<file path="src/fdh_pkg.sv">
// ----------------------------------------------------------------------------
// fdh_pkg
// Shared types and codes for the framed message header check block.
// ----------------------------------------------------------------------------
package fdh_pkg;

  localparam int HDR_BYTES = 12;
  localparam int HDR_KEEP_W = (HDR_BYTES - 1) * 8;  // bytes held before the last one

  localparam logic [3:0] HDR_LAST = 4'(HDR_BYTES - 1);

  // result kinds
  localparam logic [1:0] KIND_DATA   = 2'd0;
  localparam logic [1:0] KIND_EMPTY  = 2'd1;
  localparam logic [1:0] KIND_REJECT = 2'd2;

  // header fault codes
  localparam logic [2:0] ERR_MAGIC    = 3'd0;
  localparam logic [2:0] ERR_VERSION  = 3'd1;
  localparam logic [2:0] ERR_ZERO_TY  = 3'd2;
  localparam logic [2:0] ERR_WRONG_TY = 3'd3;
  localparam logic [2:0] ERR_TOO_LONG = 3'd4;

  // configuration register indexes
  localparam logic [1:0] CFG_FRAME_MAGIC   = 2'd0;
  localparam logic [1:0] CFG_FRAME_VERSION = 2'd1;
  localparam logic [1:0] CFG_MAX_LEN       = 2'd2;
  localparam logic [1:0] CFG_WANTED_TYPE   = 2'd3;

  localparam logic [31:0] RST_FRAME_MAGIC   = 32'd0;
  localparam logic [15:0] RST_FRAME_VERSION = 16'd1;
  localparam logic [31:0] RST_MAX_LEN       = 32'd1048576;
  localparam logic [15:0] RST_WANTED_TYPE   = 16'd0;

  typedef struct packed {
    logic [31:0] frame_magic;
    logic [15:0] frame_version;
    logic [31:0] max_payload_len;
    logic [15:0] wanted_type;
  } fdh_cfg_t;

  typedef struct packed {
    logic [1:0]  kind;
    logic [7:0]  data;
    logic [15:0] msg_type;
    logic        last;
    logic [2:0]  error_code;
  } fdh_word_t;

endpackage

</file>
<file path="src/fdh_front.sv">
// ----------------------------------------------------------------------------
// fdh_front
// Collects header bytes, checks the header, tracks payload and emits words.
// ----------------------------------------------------------------------------
module fdh_front (
  input  logic             clk,
  input  logic             rst,
  input  fdh_pkg::fdh_cfg_t cfg,
  input  logic             accept,
  input  logic [7:0]       byte_in,
  output logic             emit,
  output fdh_pkg::fdh_word_t word
);
  import fdh_pkg::*;

  logic [HDR_KEEP_W-1:0] hdr;          // header bytes so far, oldest on top
  logic [3:0]            header_count;
  logic [3:0]            header_count_next;
  logic                  in_payload;
  logic                  in_payload_next;
  logic [31:0]           bytes_left;
  logic [31:0]           bytes_left_next;
  logic [15:0]           current_type;
  logic [15:0]           current_type_next;

  logic [95:0] full_hdr;
  logic [31:0] h_magic;
  logic [15:0] h_ver;
  logic [15:0] h_type;
  logic [31:0] h_len;
  logic        bad;
  logic [2:0]  bad_code;

  assign full_hdr = {hdr, byte_in};
  assign h_magic  = full_hdr[95:64];
  assign h_ver    = full_hdr[63:48];
  assign h_type   = full_hdr[47:32];
  assign h_len    = full_hdr[31:0];

  // first failing check wins
  always_comb begin
    bad      = 1'b1;
    bad_code = ERR_MAGIC;
    if (h_magic != cfg.frame_magic) begin
      bad_code = ERR_MAGIC;
    end else if (h_ver != cfg.frame_version) begin
      bad_code = ERR_VERSION;
    end else if (h_type == 16'd0) begin
      bad_code = ERR_ZERO_TY;
    end else if (cfg.wanted_type != 16'd0 && h_type != cfg.wanted_type) begin
      bad_code = ERR_WRONG_TY;
    end else if (h_len > cfg.max_payload_len) begin
      bad_code = ERR_TOO_LONG;
    end else begin
      bad = 1'b0;
    end
  end

  always_comb begin
    emit              = 1'b0;
    word              = '0;
    header_count_next = header_count;
    in_payload_next   = in_payload;
    bytes_left_next   = bytes_left;
    current_type_next = current_type;
    if (in_payload) begin
      emit          = 1'b1;
      word.kind     = KIND_DATA;
      word.data     = byte_in;
      word.msg_type = current_type;
      word.last     = (bytes_left <= 32'd1);
      if (bytes_left <= 32'd1) begin
        in_payload_next = 1'b0;
        bytes_left_next = 32'd0;
      end else begin
        bytes_left_next = bytes_left - 32'd1;
      end
    end else if (header_count == HDR_LAST) begin
      header_count_next = 4'd0;
      word.msg_type     = h_type;
      if (bad) begin
        emit            = 1'b1;
        word.kind       = KIND_REJECT;
        word.last       = 1'b1;
        word.error_code = bad_code;
      end else begin
        current_type_next = h_type;
        if (h_len == 32'd0) begin
          emit      = 1'b1;
          word.kind = KIND_EMPTY;
          word.last = 1'b1;
        end else begin
          in_payload_next = 1'b1;
          bytes_left_next = h_len;
        end
      end
    end else begin
      header_count_next = header_count + 4'd1;
    end
    if (!accept) begin
      emit = 1'b0;
    end
  end

  always_ff @(posedge clk) begin
    if (rst) begin
      header_count <= 4'd0;
      in_payload   <= 1'b0;
      bytes_left   <= 32'd0;
      current_type <= 16'd0;
    end else if (accept) begin
      header_count <= header_count_next;
      in_payload   <= in_payload_next;
      bytes_left   <= bytes_left_next;
      current_type <= current_type_next;
    end
  end

  // header store: no reset, every byte is shifted in before use
  always_ff @(posedge clk) begin
    if (accept && !in_payload) begin
      hdr <= {hdr[HDR_KEEP_W-9:0], byte_in};
    end
  end

endmodule

</file>
<file path="src/fdh_fifo.sv">
// ----------------------------------------------------------------------------
// fdh_fifo
// Short word queue between the front and the back.
// ----------------------------------------------------------------------------
module fdh_fifo #(
  parameter int DEPTH = 4
) (
  input  logic               clk,
  input  logic               rst,
  input  logic               push,
  input  fdh_pkg::fdh_word_t push_word,
  input  logic               pop,
  output fdh_pkg::fdh_word_t pop_word,
  output logic               not_empty,
  output logic               full
);
  import fdh_pkg::*;

  localparam int PTR_W = (DEPTH > 1) ? $clog2(DEPTH) : 1;
  localparam int CNT_W = $clog2(DEPTH + 1);

  fdh_word_t  slots [DEPTH];
  logic [PTR_W-1:0] wr_ptr;
  logic [PTR_W-1:0] rd_ptr;
  logic [CNT_W-1:0] count;

  assign not_empty = (count != '0);
  assign full      = (count == CNT_W'(DEPTH));
  assign pop_word  = slots[rd_ptr];

  always_ff @(posedge clk) begin
    if (push) begin
      slots[wr_ptr] <= push_word;
    end
  end

  always_ff @(posedge clk) begin
    if (rst) begin
      wr_ptr <= '0;
      rd_ptr <= '0;
      count  <= '0;
    end else begin
      if (push) begin
        wr_ptr <= (wr_ptr == PTR_W'(DEPTH - 1)) ? '0 : wr_ptr + PTR_W'(1);
      end
      if (pop) begin
        rd_ptr <= (rd_ptr == PTR_W'(DEPTH - 1)) ? '0 : rd_ptr + PTR_W'(1);
      end
      if (push && !pop) begin
        count <= count + CNT_W'(1);
      end else if (pop && !push) begin
        count <= count - CNT_W'(1);
      end
    end
  end

endmodule

</file>
<file path="src/fdh_back.sv">
// ----------------------------------------------------------------------------
// fdh_back
// Output register: drains the queue and holds a word until it is taken.
// ----------------------------------------------------------------------------
module fdh_back (
  input  logic               clk,
  input  logic               rst,
  input  logic               q_not_empty,
  input  fdh_pkg::fdh_word_t q_word,
  output logic               q_pop,
  output logic               out_valid,
  input  logic               out_ready,
  output fdh_pkg::fdh_word_t out_word
);
  import fdh_pkg::*;

  fdh_word_t held;
  logic      held_valid;

  assign q_pop     = q_not_empty && (!held_valid || out_ready);
  assign out_valid = held_valid;
  assign out_word  = held;

  always_ff @(posedge clk) begin
    if (rst) begin
      held_valid <= 1'b0;
    end else if (q_pop) begin
      held_valid <= 1'b1;
    end else if (out_ready) begin
      held_valid <= 1'b0;
    end
  end

  always_ff @(posedge clk) begin
    if (q_pop) begin
      held <= q_word;
    end
  end

endmodule

</file>
<file path="src/framed_message_header_check_top.sv">
// ----------------------------------------------------------------------------
// framed_message_header_check_top
// Byte-stream deframer: 12-byte big-endian header check, payload pass-through.
// ----------------------------------------------------------------------------
//  channel  | handshake           | payload
//  ---------+---------------------+---------------------------------------------
//  in       | in_valid/in_ready   | byte_in
//  out      | out_valid/out_ready | kind, data_out, msg_type, last, error_code
//  cfg      | cfg_valid/cfg_ready | cfg_index, cfg_data
//
//  One byte per cycle while the queue has room; the front needs no extra
//  stage for the header check or the payload count. A result word passes
//  through the queue and then the output register before out_valid rises.
//  Sync reset clears counters, phase, queue and output valid; the header
//  store is not cleared. A stalled output fills the QUEUE_DEPTH-word queue,
//  after which in_ready drops. Bytes that give no result are still gated by
//  a full queue. cfg_ready is always high.
// ----------------------------------------------------------------------------
module framed_message_header_check_top #(
  parameter int QUEUE_DEPTH = 4
) (
  input  logic        clk,
  input  logic        rst,
  // byte input
  input  logic        in_valid,
  output logic        in_ready,
  input  logic [7:0]  byte_in,
  // results
  output logic        out_valid,
  input  logic        out_ready,
  output logic [1:0]  kind,
  output logic [7:0]  data_out,
  output logic [15:0] msg_type,
  output logic        last,
  output logic [2:0]  error_code,
  // configuration writes
  input  logic        cfg_valid,
  output logic        cfg_ready,
  input  logic [1:0]  cfg_index,
  input  logic [31:0] cfg_data
);
  import fdh_pkg::*;

  fdh_cfg_t  cfg;
  logic      accept;
  logic      emit;
  fdh_word_t front_word;
  fdh_word_t q_word;
  fdh_word_t out_word;
  logic      q_not_empty;
  logic      q_full;
  logic      q_pop;

  // Register file. Writes must land only while idle; not enforced by the block.
  assign cfg_ready = 1'b1;

  always_ff @(posedge clk) begin
    if (rst) begin
      cfg.frame_magic     <= RST_FRAME_MAGIC;
      cfg.frame_version   <= RST_FRAME_VERSION;
      cfg.max_payload_len <= RST_MAX_LEN;
      cfg.wanted_type     <= RST_WANTED_TYPE;
    end else if (cfg_valid) begin
      unique case (cfg_index)
        CFG_FRAME_MAGIC:   cfg.frame_magic     <= cfg_data;
        CFG_FRAME_VERSION: cfg.frame_version   <= cfg_data[15:0];
        CFG_MAX_LEN:       cfg.max_payload_len <= cfg_data;
        CFG_WANTED_TYPE:   cfg.wanted_type     <= cfg_data[15:0];
        default: ;
      endcase
    end
  end

  // Front takes a byte whenever the queue has a free slot.
  assign in_ready = !q_full;
  assign accept   = in_valid && in_ready;

  fdh_front u_front (
    .clk     (clk),
    .rst     (rst),
    .cfg     (cfg),
    .accept  (accept),
    .byte_in (byte_in),
    .emit    (emit),
    .word    (front_word)
  );

  fdh_fifo #(
    .DEPTH (QUEUE_DEPTH)
  ) u_fifo (
    .clk       (clk),
    .rst       (rst),
    .push      (emit),
    .push_word (front_word),
    .pop       (q_pop),
    .pop_word  (q_word),
    .not_empty (q_not_empty),
    .full      (q_full)
  );

  fdh_back u_back (
    .clk         (clk),
    .rst         (rst),
    .q_not_empty (q_not_empty),
    .q_word      (q_word),
    .q_pop       (q_pop),
    .out_valid   (out_valid),
    .out_ready   (out_ready),
    .out_word    (out_word)
  );

  assign kind       = out_word.kind;
  assign data_out   = out_word.data;
  assign msg_type   = out_word.msg_type;
  assign last       = out_word.last;
  assign error_code = out_word.error_code;

endmodule

</file>
<file path="config.mk">
export PLATFORM = sky130hd
export DESIGN_NAME = framed_message_header_check_top
export DESIGN_NICKNAME = d
export VERILOG_FILES = /design/src/fdh_pkg.sv /design/src/fdh_front.sv /design/src/fdh_fifo.sv /design/src/fdh_back.sv /design/src/framed_message_header_check_top.sv
export SDC_FILE = /design/constraint.sdc
export NUM_CORES = 1
export LEC_CHECK = 0
export BUFFER_PORTS_ARGS = -buffer_cell sky130_fd_sc_hd__buf_2
export CORE_AREA = 2 2 212 214
export DETAILED_ROUTE_END_ITERATION = 8
export DIE_AREA = 0 0 214 216
export GPL_TIMING_DRIVEN = 0
export SLEW_MARGIN = 20
export SYNTH_ARGS = -nofsm -noshare
export SYNTH_HDL_FRONTEND = slang
export SYNTH_SLANG_ARGS = --single-unit
</file>
<file path="constraint.sdc">
create_clock -name clk -period 5.6 [get_ports clk]
set_input_delay 0.56 -clock clk [delete_from_list [all_inputs] [get_ports clk]]
set_output_delay 0.56 -clock clk [all_outputs]
set_load 0.005 [all_outputs]
</file>
==> Word-level counts from Yosys, hierarchy flattened <==
Memories as Yosys holds them, arrays and structs flattened. A register that Yosys moved wholly into a read port is not among the register bits.
Cells that the tools add are included.
{ "op_classes": {"n_eq_ne": 12, "n_lt_le_gt_ge": 2, "add_sub_neg": 6, "n_mux": 43, "bitwise_logic": 2, "reduce_logical": 27} }
{ "ops": {"columns": ["operator", "count"], "rows": [
  ["two-way mux 32 bit", 5],
  ["greater-than comparator 32 bit", 1],
  ["<= comparator 32 x 1 -> 1 bit, second input constant", 1],
  ["zero test 32 bit", 1],
  ["!= test 16 bit", 2],
  ["!= test 32 bit", 1],
  ["subtractor 32 x 1 -> 32 bit, second input constant", 1],
  ["two-way mux 3 bit", 9],
  ["two-way mux 1 bit", 20],
  ["two-way mux 20 bit", 1],
  ["two-way mux 17 bit", 1],
  ["zero test 16 bit", 1],
  ["nonzero test 16 bit", 1],
  ["two-way mux 2 bit", 5],
  ["AND reduction 2 bit", 5],
  ["== test 2 bit, second input constant", 4],
  ["two-way mux 8 bit", 1],
  ["AND reduction 4 bit", 2],
  ["logical AND 1 bit", 6],
  ["nonzero test 2 bit", 3],
  ["zero test 1 bit", 5],
  ["adder 2 x 1 -> 2 bit, second input constant", 2],
  ["adder 4 x 1 -> 4 bit, second input constant", 1],
  ["== test 4 bit, second input constant", 1],
  ["other kinds (10)", 12]
]} }
{ "totals": {"n_memories": 1, "wordCells": 106, "ff_bits": 245, "mem_bits_rw": 120} }
{ "mem_list": {"columns": ["name", "depth", "width", "rd", "rd_ports_with_merged_regs", "write_ports", "line", "source"], "rows": [
  ["u_fifo.slots", 4, 30, 1, 1, 1, "fdh_fifo.sv:22", "fdh_word_t slots [DEPTH];"]
]} }

==> Longest topological paths before layout <==
{ "depth": {"ltp_word": 14, "mapped_depth": 15, "depth_no_buf": 15} }

==> Cells and area by module <==
Synthesis repeated with hierarchy kept, for this count alone.
{ "unflattened": {"cells_unflattened": 1421, "area_unflattened_um2": 17853.4} }
{ "modules_own_cells": {"columns": ["mod", "area_per_inst_um2", "seq_area_each_um2", "cells_per_inst", "instances"], "rows": [
  ["fdh_front", 8226.6, 3703.6, 831, 1],
  ["fdh_fifo", 4769.6, 3783.6, 200, 1],
  ["framed_message_header_check_top", 3901.2, 1921.8, 355, 1],
  ["fdh_back", 955.9, 920.9, 35, 1]
]} }

==> Least setup slack after synthesis <==
OpenSTA, ideal clock, no wires.
{ "synth_timing": {"kind": "reg-to-reg", "start": "register u_fifo.count[0]", "end": "register u_front.header_count[2]", "slack_ns": 0.397, "path_stages_with_launch": 8, "required_ns": 5.472, "period_less_slack_ns": 5.203, "arrival_time_ns": 5.075, "setup_time_ns": 0.128, "path_cell_list": "dfxtp_1 > nor2_1 > nand2_1 > nand2_1 > nor2_1 > nand2_1 > mux2i_1 > nor2_1"} }
{ "synth_between": {"elab_chain_len": 4} }
{ "synth_lines": {"columns": ["item", "line", "source"], "rows": [
  ["start, declared", "fdh_fifo.sv:25", "logic [CNT_W-1:0] count;"],
  ["start signal, assigned", "fdh_fifo.sv:50", "count <= count + CNT_W'(1);"],
  ["start signal, assigned", "fdh_fifo.sv:52", "count <= count - CNT_W'(1);"],
  ["== test 3 bit", "fdh_fifo.sv:28", "assign full = (count == CNT_W'(DEPTH));"],
  ["zero test 1 bit", "framed_message_header_check_top.sv:75", "assign in_ready = !q_full;"],
  ["net in_ready", "framed_message_header_check_top.sv:26", "output logic in_ready,"],
  ["logical AND 1 bit", "framed_message_header_check_top.sv:76", "assign accept = in_valid && in_ready;"],
  ["AND reduction 2 bit (no source line)", null, null],
  ["end signal, assigned", "fdh_front.sv:112", "header_count <= header_count_next;"],
  ["end, declared", "fdh_front.sv:17", "logic [3:0] header_count;"]
]} }
The timed path passes the listed nets, and every way through them passes these cells.
A chain may end at the register's enable or synchronous reset.

==> Worst setup path after layout <==
{ "layout_timing": {"start": "register u_front.hdr[5]", "end": "register u_fifo.count[2]"} }
{ "layout_between": {"elab_chain_len": 13, "word_cells_on_any_way": 17, "classes_between": "1 x order compare; 11 x mux; 5 x reduce/logical"} }
{ "layout_lines": {"columns": ["item", "line", "source"], "rows": [
  ["start, declared", "fdh_front.sv:16", "logic [HDR_KEEP_W-1:0] hdr;"],
  ["start signal, assigned", "fdh_front.sv:122", "hdr <= {hdr[HDR_KEEP_W-9:0], byte_in};"],
  ["greater-than comparator 32 bit", "fdh_front.sv:52", "end else if (h_len > cfg.max_payload_len) begin"],
  ["two-way mux 1 bit", "fdh_front.sv:52", null],
  ["two-way mux 1 bit", "fdh_front.sv:50", "end else if (cfg.wanted_type != 16'd0 && h_type != cfg.wanted_type) begin"],
  ["two-way mux 1 bit", "fdh_front.sv:48", "end else if (h_type == 16'd0) begin"],
  ["two-way mux 1 bit", "fdh_front.sv:46", "end else if (h_ver != cfg.frame_version) begin"],
  ["two-way mux 1 bit", "fdh_front.sv:44", "if (h_magic != cfg.frame_magic) begin"],
  ["two-way mux 1 bit *", "fdh_front.sv:81", "if (bad) begin"],
  ["two-way mux 1 bit *", "fdh_front.sv:78", "end else if (header_count == HDR_LAST) begin"],
  ["two-way mux 1 bit *", "fdh_front.sv:66", "if (in_payload) begin"],
  ["two-way mux 1 bit *", "fdh_front.sv:100", "if (!accept) begin"],
  ["net emit", "framed_message_header_check_top.sv:46", "logic emit;"],
  ["zero test 1 bit", "fdh_fifo.sv:51", "end else if (pop && !push) begin"],
  ["logical AND 1 bit", "fdh_fifo.sv:51", null],
  ["nonzero test 2 bit (no source line)", null, null]
]} }
Mark *: on every way through the listed nets, which the timed path passes. The rest lies on a longest branch.

==> impl_metrics.json <==
{
  "synth_seq_cells": 395,
  "area.growth.synth_to_final_pct": 16.9,
  "finalInstanceArea_um2": 19400,
  "setup_viol": 0,
  "io_pins": 80,
  "root_buffer": "clkbuf_16",
  "htreeDepth": 2,
  "cts_tree": "done",
  "cts_hold_buf": 0,
  "p_sw_share_pct": 25.4,
  "seq_power_share_pct": 49.8,
  "ys_seq_area_share_pct": 62.0,
  "post-route-util_pct": 44.2,
  "power_frac_comb_pct": 11.7,
  "finalClockSkew_ns": 0.0259,
  "insertion_delay_ns": 0.54,
  "drc": 0,
  "critPathArrivalTime_ns": 4.53,
  "die_area_um2": 46200,
  "ff2ff_setup_slack_ns": 1.54,
  "diodes": 0,
  "final_cell_mix": "edfxtp_1, nand2_1, dfxtp_1, a21oi_1, buf_2",
  "synth_edf_count": 238,
  "vias_per_cell": 5.35,
  "clkPwrFrac_pct": 38.5,
  "p_leak_nw": 7.07,
  "drv_cap": 0,
  "io_buffers": 76,
  "core_area_um2": 43800,
  "worstSetupPathType": "flop to flop",
  "finalCritPeriodShare_pct": 72.6,
  "post_cts_buffers": 0,
  "via_count": 11600,
  "muxShareOfSynthArea_pct": 5.53,
  "fin_crit_ns": 4.06,
  "peakVddDrop_uv": 207,
  "grt_overflow_total": 0,
  "synth_xor_area_share_pct": 3.85,
  "synth_top_flop_cell": "edfxtp_1",
  "rsz0062_at_grt": "false",
  "slew_violations": 0,
  "grt_max_degree": 29,
  "synth_compound_area_share_pct": 9.95,
  "start_util_pct": 37.9,
  "drt_first_pass_iters": 6,
  "finalWeightedCongestion": 0.890,
  "yosysWarnings": 0,
  "path_max_fanout": 7,
  "fin_nets": 1623,
  "first_global_vias": 11300,
  "std_cell_rows": 77,
  "final_layout_size_suffix_gt1_share_pct": 13.4,
  "grt_first_pass_wirelength_um": 66100,
  "worst_slew_pin_slew_ns": 1.01,
  "cts_buffers": 43,
  "netlist_area_um2": 16600,
  "antenna_found_initial": 0,
  "status": "complete, no violations",
  "synth_fp_nets": 1492,
  "place_area_um2": 18000,
  "p_int_w": 0.00548,
  "clk_pin_slew_worst_paths_ns": 0.06,
  "synth_cells": 1403,
  "switchingPower_w": 0.00187,
  "ant_nets": 0,
  "p_total_w": 0.00735,
  "grtUsageTotal_pct": 18.4,
  "synth_top_family_by_area": "simple AND/OR/NAND/NOR gates",
  "power_density_nw_per_um2": 379,
  "hold_viol": 0,
  "cp.required_ns": 6.07,
  "synth-simple-area-share_pct": 12.5,
  "synthAdderAreaFrac_pct": 3.21,
  "hp-class": "input pin to flop",
  "layout_commonest_cell": "edfxtp_1",
  "cts_max_path_buffers": 3,
  "max_freq_mhz": 246,
  "async_flop_share_pct": 0,
  "drt_iter0_markers": 919,
  "cts_sinks": 395,
  "fp.dieH_um": 216,
  "cts-resized-gates": 0,
  "die_w_um": 214,
  "synth.distinct_cells": 69,
  "end_kind": "flop",
  "avgSynthCellArea_um2": 11.8,
  "hpwlAfterDp_um": 30300,
  "tns_ns": 0,
  "slew_headroom_pct": 32.4,
  "wl_per_cell_um": 19.9,
  "startpoint_type": "flop",
  "postRouteWirelength_um": 43000
}
## power by group through the flow
| stage | Combinational (W) | Sequential [W] | Clock, W |
|---|---|---|---|
| 2_1_floorplan | 0.000521 | 0.00363 | 0 |
| 3_3_place_gp | 0.000786 | 0.00374 | 0 |
| 3_5_place_dp | 0.000873 | 0.00371 | 0 |
| 4_1_cts | 0.000876 | 0.00365 | 0.00289 |
| 5_1_grt | 0.000954 | 0.00368 | 0.00301 |
| 6_report | 0.000860 | 0.00366 | 0.00283 |
## synth_stat cells, drive strengths merged, types with 4 or more instances
cell | instances | share of area (%)
a21oi | 147 | 4.4
a31oi | 14 | 0.53
xor2 | 71 | 3.7
o21ai | 40 | 1.2
a22o | 17 | 0.90
inv | 44 | 1.0
o211ai | 9 | 0.41
nand3 | 14 | 0.48
or3 | 4 | 0.15
a22oi | 6 | 0.27
edfxtp | 238 | 43
o22ai | 5 | 0.19
mux2i | 23 | 1.4
buf | 13 | 0.47
o31ai | 9 | 0.47
nand2 | 228 | 5.2
dfxtp | 157 | 19
nor2b | 4 | 0.15
mux4 | 30 | 4.1
or4 | 7 | 0.36
clkbuf | 62 | 1.4
and2 | 14 | 0.54
nor4 | 45 | 1.7
nor3 | 23 | 0.72
nor3b | 5 | 0.26
and3 | 8 | 0.30
nor2 | 51 | 1.2
ha | 41 | 3.1
nand4 | 29 | 1.1
a311oi | 8 | 0.42
## registers in the layout, indices dropped and copies added, names as in the netlist, 3 cells and up
| name | cells |
|---|---|
| u_fifo.slots | 120 |
| cfg | 96 |
| u_front.hdr | 88 |
| u_front.bytes_left | 32 |
| u_back.out_word | 30 |
| u_front.current_type | 16 |
| u_front.header_count | 4 |
| u_fifo.count | 3 |
## metal layers
metal | track usage [%] | wire, um | vias up
li1 | - | - | 5431
met1 | 24.9 | 18900 | 5670
met2 | 29.7 | 19900 | 379
met3 | 3.92 | 2990 | 79
met4 | 5.78 | 1210 | 0
met5 | 0 | 0 | -
## logic make-up (layout without fill, tap and decap cells)
| kind of cell | Yosys count | after routing |
|---|---|---|
| flops | 395 | 395 |
| buf+inv | 120 | 286 |
| fa+ha+maj | 42 | 42 |
| compound gates | 277 | 277 |
| simple gates | 441 | 441 |
| xor+xnor | 73 | 73 |
| other cells | 1 | 1 |
| mux | 54 | 54 |
## critical path: stages, from the launching register on
cell and delay (ns):
edfxtp_1 0.53, ha_1 0.35, nand4_1 0.17, nor2_1 0.07, a221o_1 0.32, o31ai_1 0.35, o21ai_2 0.24, nor4_2 0.54
buf_4 0.25, nor2_1 0.07, ha_1 0.28, inv_1 0.08, fa_1 0.18, xor2_1 0.08, or3_1 0.31, a21oi_1 0.15
## through the flow
| step | std cells | hold slack [ns] | setup WS, ns |
|---|---|---|---|
| global route | 2161 | 0.265 | 1.35 |
| CTS | 2161 | 0.265 | 1.62 |
| detailed placement | 2081 | 0.452 | 1.39 |
| global placement | 2071 | 0.449 | -1.54 |
| floorplan | 1403 | 0.436 | 0.397 |
| finish | 2161 | 0.287 | 1.54 |
## cell type report
| type | count | area (um^2) |
|---|---|---|
| fill | 4084 | 24400 |
| sequential | 395 | 10300 |
| buffer | 75 | 310 |
| clock inverter | 13 | 154 |
| tap | 592 | 741 |
| clock buffer | 67 | 1270 |
| multi-input combinational | 888 | 5870 |
| inverter | 45 | 169 |
| timing repair buffer | 86 | 598 |
## final timing paths
kind | start | endpoint | depth (start not counted)
worst max-delay path | u_front.hdr[5] | u_fifo.count[2] | 15
worst min-delay path | cfg_data[23] | cfg[87] | 3
worst min register to register | cfg[31] | cfg[31] | 2
worst max register to register | u_front.hdr[5] | u_fifo.count[2] | 15
No activity file was read; power rests on OpenSTA's default activity.
